[src/rtl/jacobi_row_update_assert.svh]
// assertion macros for the jacobi row update block
// used by the modules that carry concurrent checks; expects clk and rst_n in scope
`ifndef JACOBI_ROW_UPDATE_ASSERT_SVH
`define JACOBI_ROW_UPDATE_ASSERT_SVH
`ifndef SYNTHESIS
`define JRU_ASSERT(lbl, prop, msg) \
    lbl: assert property (@(posedge clk) disable iff (!rst_n) prop) else $error(msg);
`define JRU_ASSERT_ANY(lbl, prop, msg) \
    lbl: assert property (@(posedge clk) prop) else $error(msg);
`else
`define JRU_ASSERT(lbl, prop, msg)
`define JRU_ASSERT_ANY(lbl, prop, msg)
`endif
`endif

[src/rtl/jru_pkg.sv]
// shared types and constants for the jacobi row update block
// no dependencies
package jru_pkg;

    // accumulator and dividend width, q32.32 sum
    localparam int ACC_W = 64;

    // configuration register indexes
    localparam int CFG_IDX_W = 2;
    localparam logic [CFG_IDX_W-1:0] REG_ROW_INDEX      = 2'd0;
    localparam logic [CFG_IDX_W-1:0] REG_RHS_VALUE      = 2'd1;
    localparam logic [CFG_IDX_W-1:0] REG_DIAG_THRESHOLD = 2'd2;

    // result status codes
    localparam int STATUS_W = 2;
    localparam logic [STATUS_W-1:0] STATUS_OK         = 2'd0;
    localparam logic [STATUS_W-1:0] STATUS_DIAG_SMALL = 2'd1;
    localparam logic [STATUS_W-1:0] STATUS_SAT        = 2'd2;

    typedef enum logic [2:0] {
        S_IDLE,
        S_ACC,
        S_NUM,
        S_DIV,
        S_SAT,
        S_DONE
    } jru_state_t;

    typedef struct packed {
        logic load;
        logic acc_en;
        logic clear;
    } mac_ctrl_t;

    typedef struct packed {
        logic busy;
        logic done;
    } div_stat_t;

endpackage

[src/rtl/jru_mac.sv]
// multiply-accumulate unit: registered product and wrapping q32.32 sum
// depends on jru_pkg
module jru_mac #(
    parameter int VALUE_WIDTH = 32
) (
    input  logic                         clk,
    input  logic                         rst_n,
    input  jru_pkg::mac_ctrl_t           ctrl,
    input  logic signed [VALUE_WIDTH-1:0] elem,
    input  logic signed [VALUE_WIDTH-1:0] xval,
    output logic [jru_pkg::ACC_W-1:0]    sum
);
    import jru_pkg::*;

    localparam int PROD_W = (2 * VALUE_WIDTH > ACC_W) ? 2 * VALUE_WIDTH : ACC_W;

    logic signed [2*VALUE_WIDTH-1:0] prod_full;
    logic signed [PROD_W-1:0]        prod_ext;
    logic [ACC_W-1:0]                prod_reg;
    logic [ACC_W-1:0]                sum_reg;
    logic [ACC_W-1:0]                sum_next;

    assign prod_full = elem * xval;
    assign prod_ext  = PROD_W'(prod_full);

    always_ff @(posedge clk)
    begin
        if (ctrl.load)
        begin
            prod_reg <= prod_ext[ACC_W-1:0];
        end
    end

    always_comb
    begin
        sum_next = sum_reg;
        if (ctrl.clear)
        begin
            sum_next = '0;
        end
        else if (ctrl.acc_en)
        begin
            sum_next = sum_reg + prod_reg;
        end
    end

    always_ff @(posedge clk or negedge rst_n)
    begin
        if (!rst_n)
        begin
            sum_reg <= '0;
        end
        else
        begin
            sum_reg <= sum_next;
        end
    end

    assign sum = sum_reg;

endmodule

[src/rtl/jru_divider.sv]
// restoring divider, one quotient bit per cycle, unsigned
// depends on jru_pkg
module jru_divider #(
    parameter int VALUE_WIDTH = 32
) (
    input  logic                       clk,
    input  logic                       rst_n,
    input  logic                       start,
    input  logic [jru_pkg::ACC_W-1:0]  dividend,
    input  logic [VALUE_WIDTH-1:0]     divisor,
    output jru_pkg::div_stat_t         stat,
    output logic [jru_pkg::ACC_W-1:0]  quotient
);
    import jru_pkg::*;

    localparam int CNT_W = $clog2(ACC_W);

    logic                 busy_reg;
    logic                 done_reg;
    logic [CNT_W-1:0]     cnt_reg;
    logic [ACC_W-1:0]     quo_reg;
    logic [VALUE_WIDTH-1:0] rem_reg;
    logic [VALUE_WIDTH-1:0] dvs_reg;

    logic [VALUE_WIDTH:0]   trial;
    logic [VALUE_WIDTH:0]   diff;
    logic                   ge;
    logic [VALUE_WIDTH-1:0] rem_next;
    logic [ACC_W-1:0]       quo_next;

    // shift next dividend bit into the partial remainder and try a subtract
    always_comb
    begin
        trial    = {rem_reg, quo_reg[ACC_W-1]};
        diff     = trial - {1'b0, dvs_reg};
        ge       = (trial >= {1'b0, dvs_reg});
        rem_next = ge ? diff[VALUE_WIDTH-1:0] : trial[VALUE_WIDTH-1:0];
        quo_next = {quo_reg[ACC_W-2:0], ge};
    end

    always_ff @(posedge clk or negedge rst_n)
    begin
        if (!rst_n)
        begin
            busy_reg <= 1'b0;
            done_reg <= 1'b0;
            cnt_reg  <= '0;
        end
        else
        begin
            done_reg <= 1'b0;
            if (start)
            begin
                busy_reg <= 1'b1;
                cnt_reg  <= CNT_W'(ACC_W - 1);
            end
            else if (busy_reg)
            begin
                cnt_reg <= cnt_reg - 1'b1;
                if (cnt_reg == '0)
                begin
                    busy_reg <= 1'b0;
                    done_reg <= 1'b1;
                end
            end
        end
    end

    always_ff @(posedge clk)
    begin
        if (start)
        begin
            quo_reg <= dividend;
            rem_reg <= '0;
            dvs_reg <= divisor;
        end
        else if (busy_reg)
        begin
            quo_reg <= quo_next;
            rem_reg <= rem_next;
        end
    end

    assign stat.busy = busy_reg;
    assign stat.done = done_reg;
    assign quotient  = quo_reg;

endmodule

[src/rtl/jacobi_row_update.sv]
// jacobi row update: after the last element of its row the result passes S_NUM, the bit-serial
// divider in S_DIV, then S_SAT and S_DONE, or goes from S_NUM to S_DONE when the diagonal is too small
// each non-last element is accepted, then S_ACC adds its product to the sum unless it is the diagonal
// a last element holds off the next item until S_DONE can pass the result on; the
// result waits in its own output register so the next row may start before it is taken
// rst_n is asynchronous active low: clears registers to row 0, rhs 0, threshold 1, empty row
module jacobi_row_update #(
    parameter int MAX_N       = 64,
    parameter int VALUE_WIDTH = 32,
    parameter int FRAC_BITS   = 16
) (
    input  logic                     clk,
    input  logic                     rst_n,
    // configuration write port
    input  logic                     cfg_wen,
    input  logic [jru_pkg::CFG_IDX_W-1:0] cfg_index,
    input  logic [VALUE_WIDTH-1:0]   cfg_data,
    // row element items
    input  logic                     s_axis_tvalid,
    output logic                     s_axis_tready,
    // fields from bit 0: column, matrix_element, current_x, zero pad
    input  logic [((($clog2(MAX_N) + 2 * VALUE_WIDTH) + 7) / 8) * 8-1:0] s_axis_tdata,
    input  logic                     s_axis_tlast,   // last_element
    // result items
    output logic                     m_axis_tvalid,
    input  logic                     m_axis_tready,
    // fields from bit 0: new_x, zero pad
    output logic [((VALUE_WIDTH + 7) / 8) * 8-1:0] m_axis_tdata,
    output logic [jru_pkg::STATUS_W-1:0] m_axis_tuser  // status
);
    import jru_pkg::*;

`include "jacobi_row_update_assert.svh"

    localparam int IDX_W      = $clog2(MAX_N);
    localparam int OUT_DATA_W = ((VALUE_WIDTH + 7) / 8) * 8;
    localparam logic [ACC_W-1:0] VAL_SIGN = ACC_W'(1) << (VALUE_WIDTH - 1);
    localparam logic [ACC_W-1:0] VAL_MAX  = VAL_SIGN - ACC_W'(1);

    // configuration registers
    logic [IDX_W-1:0]         row_index_reg;
    logic [VALUE_WIDTH-1:0]   rhs_reg;
    logic [VALUE_WIDTH-2:0]   thr_reg;

    // row state
    jru_state_t               state_reg;
    jru_state_t               state_next;
    logic [VALUE_WIDTH-1:0]   diag_reg;
    logic                     seen_reg;
    logic                     is_diag_reg;
    logic                     last_reg;
    logic                     qneg_reg;
    logic [VALUE_WIDTH-1:0]   res_x_reg;
    logic [STATUS_W-1:0]      res_status_reg;

    // output register
    logic                     out_valid_reg;
    logic                     out_valid_next;
    logic [VALUE_WIDTH-1:0]   out_x_reg;
    logic [STATUS_W-1:0]      out_status_reg;

    // input fields
    logic [IDX_W-1:0]         in_column;
    logic [VALUE_WIDTH-1:0]   in_elem;
    logic [VALUE_WIDTH-1:0]   in_x;
    logic                     in_accept;

    // control from the sequencer
    mac_ctrl_t                mac_ctrl;
    logic                     div_start;
    logic                     row_clear;
    logic                     res_small_load;
    logic                     res_sat_load;
    logic                     out_free;
    logic                     out_load;

    // datapath
    logic [ACC_W-1:0]         mac_sum;
    div_stat_t                div_stat;
    logic [ACC_W-1:0]         div_quo;
    logic [ACC_W-1:0]         rhs_q;
    logic [ACC_W:0]           diff_rs;
    logic [ACC_W:0]           diff_sr;
    logic                     num_neg;
    logic [ACC_W-1:0]         num_mag;
    logic [VALUE_WIDTH-1:0]   dmag;
    logic                     too_small;
    logic [ACC_W-1:0]         quo_neg;
    logic [VALUE_WIDTH-1:0]   sat_x;
    logic [STATUS_W-1:0]      sat_status;

    assign in_column = s_axis_tdata[IDX_W-1:0];
    assign in_elem   = s_axis_tdata[IDX_W +: VALUE_WIDTH];
    assign in_x      = s_axis_tdata[IDX_W + VALUE_WIDTH +: VALUE_WIDTH];
    assign in_accept = s_axis_tvalid && s_axis_tready;

    // configuration writes, taken any cycle
    always_ff @(posedge clk or negedge rst_n)
    begin
        if (!rst_n)
        begin
            row_index_reg <= '0;
            rhs_reg       <= '0;
            thr_reg       <= (VALUE_WIDTH-1)'(1);
        end
        else if (cfg_wen)
        begin
            case (cfg_index)
                REG_ROW_INDEX:      row_index_reg <= cfg_data[IDX_W-1:0];
                REG_RHS_VALUE:      rhs_reg       <= cfg_data;
                REG_DIAG_THRESHOLD: thr_reg       <= cfg_data[VALUE_WIDTH-2:0];
                default:            ;
            endcase
        end
    end

    // product and running off-diagonal sum
    jru_mac #(
        .VALUE_WIDTH (VALUE_WIDTH)
    ) u_mac (
        .clk   (clk),
        .rst_n (rst_n),
        .ctrl  (mac_ctrl),
        .elem  ($signed(in_elem)),
        .xval  ($signed(in_x)),
        .sum   (mac_sum)
    );

    // numerator: rhs moved to q32.32 minus the sum, both orders in parallel for the magnitude
    assign rhs_q   = ACC_W'($signed(rhs_reg)) << FRAC_BITS;
    assign diff_rs = {rhs_q[ACC_W-1], rhs_q} - {mac_sum[ACC_W-1], mac_sum};
    assign diff_sr = {mac_sum[ACC_W-1], mac_sum} - {rhs_q[ACC_W-1], rhs_q};
    assign num_neg = diff_rs[ACC_W];
    assign num_mag = num_neg ? diff_sr[ACC_W-1:0] : diff_rs[ACC_W-1:0];

    // diagonal magnitude and the too-small check, a missing diagonal counts as too small
    assign dmag      = diag_reg[VALUE_WIDTH-1] ? ('0 - diag_reg) : diag_reg;
    assign too_small = !seen_reg || (dmag == '0) || (dmag < VALUE_WIDTH'(thr_reg));

    jru_divider #(
        .VALUE_WIDTH (VALUE_WIDTH)
    ) u_div (
        .clk      (clk),
        .rst_n    (rst_n),
        .start    (div_start),
        .dividend (num_mag),
        .divisor  (dmag),
        .stat     (div_stat),
        .quotient (div_quo)
    );

    // apply the sign and clamp to the value range
    always_comb
    begin
        quo_neg    = '0 - div_quo;
        sat_status = STATUS_OK;
        if (qneg_reg)
        begin
            if (div_quo > VAL_SIGN)
            begin
                sat_x      = VAL_SIGN[VALUE_WIDTH-1:0];
                sat_status = STATUS_SAT;
            end
            else
            begin
                sat_x = quo_neg[VALUE_WIDTH-1:0];
            end
        end
        else
        begin
            if (div_quo > VAL_MAX)
            begin
                sat_x      = VAL_MAX[VALUE_WIDTH-1:0];
                sat_status = STATUS_SAT;
            end
            else
            begin
                sat_x = div_quo[VALUE_WIDTH-1:0];
            end
        end
    end

    assign out_free = !out_valid_reg || m_axis_tready;

    // sequencer next state
    always_comb
    begin
        state_next = state_reg;
        case (state_reg)
            S_IDLE:
            begin
                if (in_accept)
                begin
                    state_next = S_ACC;
                end
            end
            S_ACC:  state_next = last_reg ? S_NUM : S_IDLE;
            S_NUM:  state_next = too_small ? S_DONE : S_DIV;
            S_DIV:
            begin
                if (div_stat.done)
                begin
                    state_next = S_SAT;
                end
            end
            S_SAT:  state_next = S_DONE;
            S_DONE:
            begin
                if (out_free)
                begin
                    state_next = S_IDLE;
                end
            end
            default: state_next = S_IDLE;
        endcase
    end

    // sequencer outputs
    always_comb
    begin
        s_axis_tready   = 1'b0;
        mac_ctrl        = '0;
        div_start       = 1'b0;
        row_clear       = 1'b0;
        res_small_load  = 1'b0;
        res_sat_load    = 1'b0;
        out_load        = 1'b0;
        case (state_reg)
            S_IDLE:
            begin
                s_axis_tready = 1'b1;
                mac_ctrl.load = s_axis_tvalid;
            end
            S_ACC:
            begin
                mac_ctrl.acc_en = !is_diag_reg;
            end
            S_NUM:
            begin
                // divider latches numerator and divisor, so the row can clear now
                row_clear      = 1'b1;
                mac_ctrl.clear = 1'b1;
                div_start      = !too_small;
                res_small_load = too_small;
            end
            S_DIV:  ;
            S_SAT:
            begin
                res_sat_load = 1'b1;
            end
            S_DONE:
            begin
                out_load = out_free;
            end
            default: ;
        endcase
    end

    always_ff @(posedge clk or negedge rst_n)
    begin
        if (!rst_n)
        begin
            state_reg   <= S_IDLE;
            diag_reg    <= '0;
            seen_reg    <= 1'b0;
            is_diag_reg <= 1'b0;
            last_reg    <= 1'b0;
        end
        else
        begin
            state_reg <= state_next;
            if (in_accept)
            begin
                is_diag_reg <= (in_column == row_index_reg);
                last_reg    <= s_axis_tlast;
                // a repeated diagonal replaces the earlier one
                if (in_column == row_index_reg)
                begin
                    diag_reg <= in_elem;
                    seen_reg <= 1'b1;
                end
            end
            else if (row_clear)
            begin
                diag_reg <= '0;
                seen_reg <= 1'b0;
            end
        end
    end

    // pending result, payload only
    always_ff @(posedge clk)
    begin
        if (div_start)
        begin
            qneg_reg <= num_neg ^ diag_reg[VALUE_WIDTH-1];
        end
        if (res_small_load)
        begin
            res_x_reg      <= '0;
            res_status_reg <= STATUS_DIAG_SMALL;
        end
        else if (res_sat_load)
        begin
            res_x_reg      <= sat_x;
            res_status_reg <= sat_status;
        end
        if (out_load)
        begin
            out_x_reg      <= res_x_reg;
            out_status_reg <= res_status_reg;
        end
    end

    // output register valid
    always_comb
    begin
        out_valid_next = out_valid_reg;
        if (out_load)
        begin
            out_valid_next = 1'b1;
        end
        else if (m_axis_tready)
        begin
            out_valid_next = 1'b0;
        end
    end

    always_ff @(posedge clk or negedge rst_n)
    begin
        if (!rst_n)
        begin
            out_valid_reg <= 1'b0;
        end
        else
        begin
            out_valid_reg <= out_valid_next;
        end
    end

    assign m_axis_tvalid = out_valid_reg;
    assign m_axis_tdata  = OUT_DATA_W'(out_x_reg);
    assign m_axis_tuser  = out_status_reg;

    // checks
    `JRU_ASSERT(a_div_nonzero, div_start |-> (dmag != '0), "divider started with zero divisor")
    `JRU_ASSERT_ANY(a_done_in_div, div_stat.done |-> (state_reg == S_DIV), "stray divider done")
    `JRU_ASSERT(a_div_running, (state_reg == S_DIV) |-> (div_stat.busy || div_stat.done), "idle div")
    `JRU_ASSERT(a_row_cleared, (state_reg == S_NUM) |=> (!seen_reg && (mac_sum == '0)), "no clear")
    `JRU_ASSERT(a_status_code, out_valid_reg |-> (out_status_reg <= STATUS_SAT), "bad status code")
    `JRU_ASSERT(a_small_zero, out_valid_reg && (out_status_reg == STATUS_DIAG_SMALL) |-> out_x_reg == '0, "x")

endmodule

[config.mk]
export PLATFORM = sky130hd
export DESIGN_NAME = jacobi_row_update
export DESIGN_NICKNAME = d
export VERILOG_FILES = /design/src/rtl/jru_pkg.sv /design/src/rtl/jru_mac.sv /design/src/rtl/jru_divider.sv /design/src/rtl/jacobi_row_update.sv
export VERILOG_INCLUDE_DIRS = /design/src /design/src/rtl
export SDC_FILE = /design/constraint.sdc
export NUM_CORES = 2
export LEC_CHECK = 0
export ABC_AREA = 1
export BUFFER_PORTS_ARGS = -buffer_cell sky130_fd_sc_hd__buf_2
export CORE_MARGIN = 1
export CORE_UTILIZATION = 45
export CTS_BUF_LIST = sky130_fd_sc_hd__clkbuf_16
export CTS_CLUSTER_DIAMETER = 80
export DETAILED_ROUTE_END_ITERATION = 7
export SLEW_MARGIN = 30
export SYNTH_ARGS = -nofsm -noshare
export SYNTH_HDL_FRONTEND = slang
export SYNTH_SLANG_ARGS = --single-unit
[constraint.sdc]
create_clock -name clk -period 6.25 [get_ports clk]
set_input_delay 1.25 -clock clk [delete_from_list [all_inputs] [get_ports clk]]
set_output_delay 1.25 -clock clk [all_outputs]
set_load 0.05 [all_outputs]
# After elaboration in Yosys (flattened, before gate mapping)

Cells that the tools add are included.
W data, S select, Z words.

Reductions and logical operators: 21
Add/subtract/negate cells: 7
Equality and inequality tests: 12
Multiply operators: 1
$lt $le $gt $ge: 4
Multiplexer cells: 43
Bitwise logic cells: 1

Operator list:

| operator                | count |
|---|---|
| $mux W64                | 5 |
| $mux W32                | 8 |
| $sub A48 B64 Y65        | 1 |
| $add A64 B64 Y64        | 1 |
| $gt A64 B31 Y1 const B  | 1 |
| $gt A64 B32 Y1 const B  | 1 |
| $mul A32 B32 Y64        | 1 |
| $sub A1 B32 Y32 const A | 2 |
| $sub A64 B48 Y64        | 1 |
| $ge A33 B32 Y1          | 1 |
| $logic_not A32 Y1       | 1 |
| $lt A32 B31 Y1          | 1 |
| $sub A32 B32 Y32        | 1 |
| $mux W1                 | 19 |
| $pmux W3 S6             | 1 |
| $mux W3                 | 4 |
| $mux W6                 | 2 |
| $mux W2                 | 4 |
| $reduce_and A2 Y1       | 4 |
| $reduce_bool A2 Y1      | 4 |
| $eq A3 B2 Y1 const B    | 2 |
| $eq A3 B3 Y1 const B    | 2 |
| $eq A6 B6 Y1            | 1 |
| $logic_not A6 Y1        | 1 |
| other kinds (13)        | 20 |

Word-level logic and storage cells: 111
Bits in registers: 441
Output and inout bits: 36

# Logic depth before layout (Yosys ltp)

Depth after elaboration: 8
Mapped depth: 31

# By module

A second synthesis with hierarchy kept.

Cell total of the unflattened synthesis: 10071
Area total of the unflattened synthesis: 73053.8 µm²

By module, submodules not included:

| module            | seq. area each (µm²) | area each (µm²) | cells each | times used |
|---|---|---|---|---|
| jru_mac           | 3523.4               | 48033.6         | 6375       | 1 |
| jacobi_row_update | 4435.5               | 16756.1         | 2568       | 1 |
| jru_divider       | 3723.6               | 8264.2          | 1128       | 1 |

# Worst setup path before layout

OpenSTA, ideal clock, no wires.

Path kind: input -> register
From: input s_axis_tdata[37]
To: register u_mac.prod_reg[61], data pin
Path buffers: 2
Required time: 5.985 ns
Stages on the path: 28
Data arrival time: 8.286 ns
Slack: -2.301 ns
Path through: clkbuf_1 -> clkbuf_1 -> nand2_1 -> inv_1 -> fa_1 -> inv_1 -> fa_1 -> fa_1 -> inv_1 -> fa_1 -> inv_1 -> fa_1 -> inv_1 -> fa_1 -> inv_1 -> fa_1 -> inv_1 -> fa_1 -> ha_1 -> a21oi_1 -> inv_1 -> a31oi_1 -> o21ai_0 -> nand3_1 -> o311ai_0 -> a211oi_1 -> o21ai_0 -> xor2_1

Cells in the longest elaborated chain, start to end: 1

RTL lines:

| element                | line                    | text |
|---|---|---|
| start: declaration     | jacobi_row_update.sv:22 | `input logic [((($clog2(MAX_N) + 2 * VALUE_WIDTH) + 7) / 8) * 8-1:0] s_axis_tdata,` |
| $mul A32 B32 Y64       | jru_mac.sv:23           | `assign prod_full = elem * xval;` |
| net u_mac.prod_ext[61] | jru_mac.sv:18           | `logic signed [PROD_W-1:0] prod_ext;` |
| end signal: assignment | jru_mac.sv:30           | `prod_reg <= prod_ext[ACC_W-1:0];` |
| end: declaration       | jru_mac.sv:19           | `logic [ACC_W-1:0] prod_reg;` |

The timed path passes the listed nets, and every way through them passes these cells.
A chain may end at the register's enable or synchronous reset.

# Final worst setup path

Ends and elaborated chain as after synthesis.

==> flow_metrics.env <==
export IMPL_layout_common_cells="2174 x sky130_fd_sc_hd__nand2_1, 2161 x sky130_fd_sc_hd__inv_1, 1010 x sky130_fd_sc_hd__fa_1"
export IMPL_hold_path_class="reg2reg"
export IMPL_synthDominantAreaCellType="sky130_fd_sc_hd__fa_1"
export IMPL_post_dp_hpwl_mm=198.1
export IMPL_grt_antenna_before_repair=6
export IMPL_die_h_um=398.2
export IMPL_synth_edff_count=195
export IMPL_placed_cell_area_mm2=0.07927
export IMPL_initial_utilization_pct=45.27
export IMPL_remaining_drc_errors=0
export IMPL_critical_path_sink="u_mac.prod_reg[61]$_DFFE_PP_"
export IMPL_layout_area_overhead_pct=20.88
export IMPL_timing_worst_slew_pin_value_ns=0.9381
export IMPL_run_status="finished, violations left"
export IMPL_grt_first_pass_wirelength_mm=370.3
export IMPL_globalRouteOverflowTotal=0
export IMPL_end_kind="flip-flop"
export IMPL_setup_slack_of_the_most_critical_reg_to_reg_path_ns=1.44
export IMPL_relative_slew_slack_pct=37.46
export IMPL_clkSinkCount=441
export IMPL_detailedRoute_firstIterationViolations=4460
export IMPL_synth_top_area_share_pct=30.75
export IMPL_dp_cells=11860
export IMPL_final_antenna_net_count=0
export IMPL_routedWlPerCell_um=20.48
export IMPL_cts_tree="done"
export IMPL_floorplan_die_width_um=398.2
export IMPL_worst_slack_ns=-1.060
export IMPL_post_synth_num_cell_types=65
export IMPL_critical_path_reg2reg_startpoint="diag_reg[0]$_DFFE_PN0P_"
export IMPL_design_final_nets=11600
export IMPL_design_area_mm2=0.08538
export IMPL_clk_path_buf_depth=3
export IMPL_rows=145
export IMPL_crit_path_start="s_axis_tdata[37]"
export IMPL_yosys_register_bits=441
export IMPL_final_util_pct=54.72
export IMPL_via_per_inst=5.164
export IMPL_critPathArrivalTime_ns=7.70
export IMPL_setup_repair_after_global_routing_missed_its_margin="true"
export IMPL_timing_final_setup_violations=51
export IMPL_ys_warn_count=0
export IMPL_io_buffer_count=145
export IMPL_critPathLaunchType="primary input"
export IMPL_routed_wl_mm=247.6
export IMPL_top_level_i_o_count=148
export IMPL_final_cells=12090
export IMPL_cts_clk_slew_worst_paths_ns=0.07
export IMPL_synth_async_reset_ratio_pct=40.82
export IMPL_hold_path_startpoint="res_status_reg[0]$_SDFFE_PP1P_"
export IMPL_worst_r2r_cell_count=23
export IMPL_mappedNetlistNets=10970
export IMPL_required_ns=6.65
export IMPL_layout_drive_gt1_share_pct=16.71
export IMPL_max_cap_viols=0
export IMPL_finalSetupTns_ns=-41.53
export IMPL_floorplan_die_area_mm2=0.1585
export IMPL_clock_period_minus_final_worst_setup_slack_ns=7.310
export IMPL_finalCritPeriodShare_pct=117.0
export IMPL_finClkSkew_ns=0.04683
export IMPL_core_region_area_mm2=0.1560
export IMPL_avgSynthCellArea_um2=7.543
export IMPL_final_common_cell="sky130_fd_sc_hd__nand2_1"
export IMPL_firstDrtPassIters=6
export IMPL_timing_critical_path_fanout_max=8
export IMPL_synth_area_mm2=0.07063
export IMPL_htree_levels=2
export IMPL_violations_in_the_final_reports="setup timing"
export IMPL_finalWeightedCongestion=1.012
export IMPL_synth_seq_area_share_pct=16.54
export IMPL_insertion_delay_ns=0.65
export IMPL_grt_util_all_layers_pct=30.53
export IMPL_timing_final_max_slew_violations=0
export IMPL_maximum_number_of_pins_on_one_net_before_global_route_repair=155
export IMPL_number_of_buffers_created_by_cts=47
export IMPL_routed_via_count=62450
export IMPL_vias_in_the_first_global_route=63590
export IMPL_hold_violations=0
export IMPL_synth_area_top_cells="sky130_fd_sc_hd__fa_1 31%, sky130_fd_sc_hd__inv_1 12%, sky130_fd_sc_hd__nand2_1 12%"
export IMPL_synthesis_instances=9364
export IMPL_fmaxAchievable_mhz=136.8
export IMPL_most_used_flip_flop_cell_after_synthesis="sky130_fd_sc_hd__edfxtp_1"
export IMPL_cts_root_buffer="sky130_fd_sc_hd__clkbuf_16"
export IMPL_whs_path_depth=0
export IMPL_regToRegEndpoint="u_div.quotient[15]$_DFFE_PP_"
export IMPL_critPathKind="in2reg"
-- per-layer routing --
metal	wire length, um	track usage, %
met5	47	0
met2	114700	50.42
met1	103600	41.01
met4	13960	12.49
met3	15300	3.068
-- final cells by class --
type                            count  area [um2]
Fill cell                       14700       70650
Multi-Input combinational cell   6273       51890
Sequential cell                   441       11680
Timing Repair Buffer              934        8992
Inverter                         2296        8645
Tap cell                         2058        2575
Clock buffer                       51        1276
Clock inverter                     37       310.3
Antenna cell                        2       5.005
-- synthesized netlist by cell type (11+ instances only) --
cell type and number:
sky130_fd_sc_hd__dfrtp_1 179, sky130_fd_sc_hd__ha_1 408, sky130_fd_sc_hd__nor2_2 11, sky130_fd_sc_hd__buf_4 12, sky130_fd_sc_hd__buf_2 25, sky130_fd_sc_hd__a21oi_1 433
sky130_fd_sc_hd__o22ai_1 36, sky130_fd_sc_hd__a31oi_1 36, sky130_fd_sc_hd__o211ai_1 19, sky130_fd_sc_hd__inv_1 2270, sky130_fd_sc_hd__nand3_1 245, sky130_fd_sc_hd__clkbuf_1 277
sky130_fd_sc_hd__o21bai_1 24, sky130_fd_sc_hd__inv_2 23, sky130_fd_sc_hd__a21boi_0 14, sky130_fd_sc_hd__o221ai_1 15, sky130_fd_sc_hd__edfxtp_1 195, sky130_fd_sc_hd__fa_1 1085
sky130_fd_sc_hd__o21ai_0 508, sky130_fd_sc_hd__nor4_1 28, sky130_fd_sc_hd__nand2_1 2264, sky130_fd_sc_hd__xnor2_1 61, sky130_fd_sc_hd__nand3b_1 11, sky130_fd_sc_hd__dfxtp_1 66
sky130_fd_sc_hd__nor2_1 629, sky130_fd_sc_hd__o21ai_1 42, sky130_fd_sc_hd__nand2_2 14, sky130_fd_sc_hd__a21o_1 25, sky130_fd_sc_hd__o21a_1 20, sky130_fd_sc_hd__xor2_1 166
sky130_fd_sc_hd__clkbuf_2 23, sky130_fd_sc_hd__nor3_1 59, sky130_fd_sc_hd__nand4_1 57
-- worst max-delay path, stage by stage --
cell	delay, ns
sky130_fd_sc_hd__buf_12	0.11
sky130_fd_sc_hd__buf_12	0.14
sky130_fd_sc_hd__buf_6	0.13
sky130_fd_sc_hd__nand2_1	0.07
sky130_fd_sc_hd__inv_1	0.06
sky130_fd_sc_hd__fa_1	0.61
sky130_fd_sc_hd__inv_2	0.08
sky130_fd_sc_hd__fa_1	0.48
sky130_fd_sc_hd__inv_1	0.06
sky130_fd_sc_hd__fa_1	0.50
sky130_fd_sc_hd__fa_1	0.60
sky130_fd_sc_hd__fa_2	0.47
sky130_fd_sc_hd__fa_1	0.57
sky130_fd_sc_hd__inv_2	0.04
sky130_fd_sc_hd__fa_1	0.49
sky130_fd_sc_hd__fa_1	0.56
sky130_fd_sc_hd__inv_2	0.05
sky130_fd_sc_hd__ha_4	0.25
sky130_fd_sc_hd__a21oi_2	0.13
sky130_fd_sc_hd__inv_2	0.07
sky130_fd_sc_hd__a31oi_4	0.19
sky130_fd_sc_hd__o21ai_2	0.10
sky130_fd_sc_hd__nand3_1	0.09
sky130_fd_sc_hd__o311ai_1	0.10
sky130_fd_sc_hd__a211oi_1	0.26
sky130_fd_sc_hd__o21ai_2	0.10
sky130_fd_sc_hd__xor2_1	0.14
-- per-stage QoR --
step                setup WS (ns)  hold slack (ns)
floorplan                  -1.815           0.4007
global placement           -2.006           0.4084
detailed placement         -2.080           0.4127
CTS                        -1.060           0.4288
global route               -1.291           0.4419
finish                     -1.060           0.4305
-- how the worst min path moves through the flow --
| stage | endpoint | slack [ns] |
|---|---|---|
| finish | m_axis_tuser[0]$_DFFE_PP_ | 0.43 |
| global route | m_axis_tdata[10]$_DFFE_PP_ | 0.44 |
| CTS | m_axis_tuser[0]$_DFFE_PP_ | 0.43 |
| detailed placement | m_axis_tuser[0]$_DFFE_PP_ | 0.41 |
| global placement | m_axis_tdata[29]$_DFFE_PP_ | 0.41 |
| floorplan | m_axis_tdata[29]$_DFFE_PP_ | 0.40 |
-- logic make-up after synthesis --
group / count (synthesis) / synth area share (%)
and+or+nand+nor: 3347 / 19.00
AOI/OAI and AO/OA: 1205 / 9.279
DFF: 441 / 16.54
xor gates and xnor gates: 228 / 2.838
adders and majority gates: 1493 / 37.98
buffers and inverters: 2650 / 14.36
-- timing repair --
| item | in CTS | in global routing |
|---|---|---|
| pin swaps | 208 | 251 |
| hold buffers | 0 | 0 |
| setup buffers | 82 | 53 |
| gates cloned | 11 | 13 |
| resized for setup | 459 | 339 |
| setup endpoints to repair | 54 | 53 |
Power is left out: the tool's default activity adds up to more than one toggle a clock period on the data nets, which glitch-free logic cannot reach.
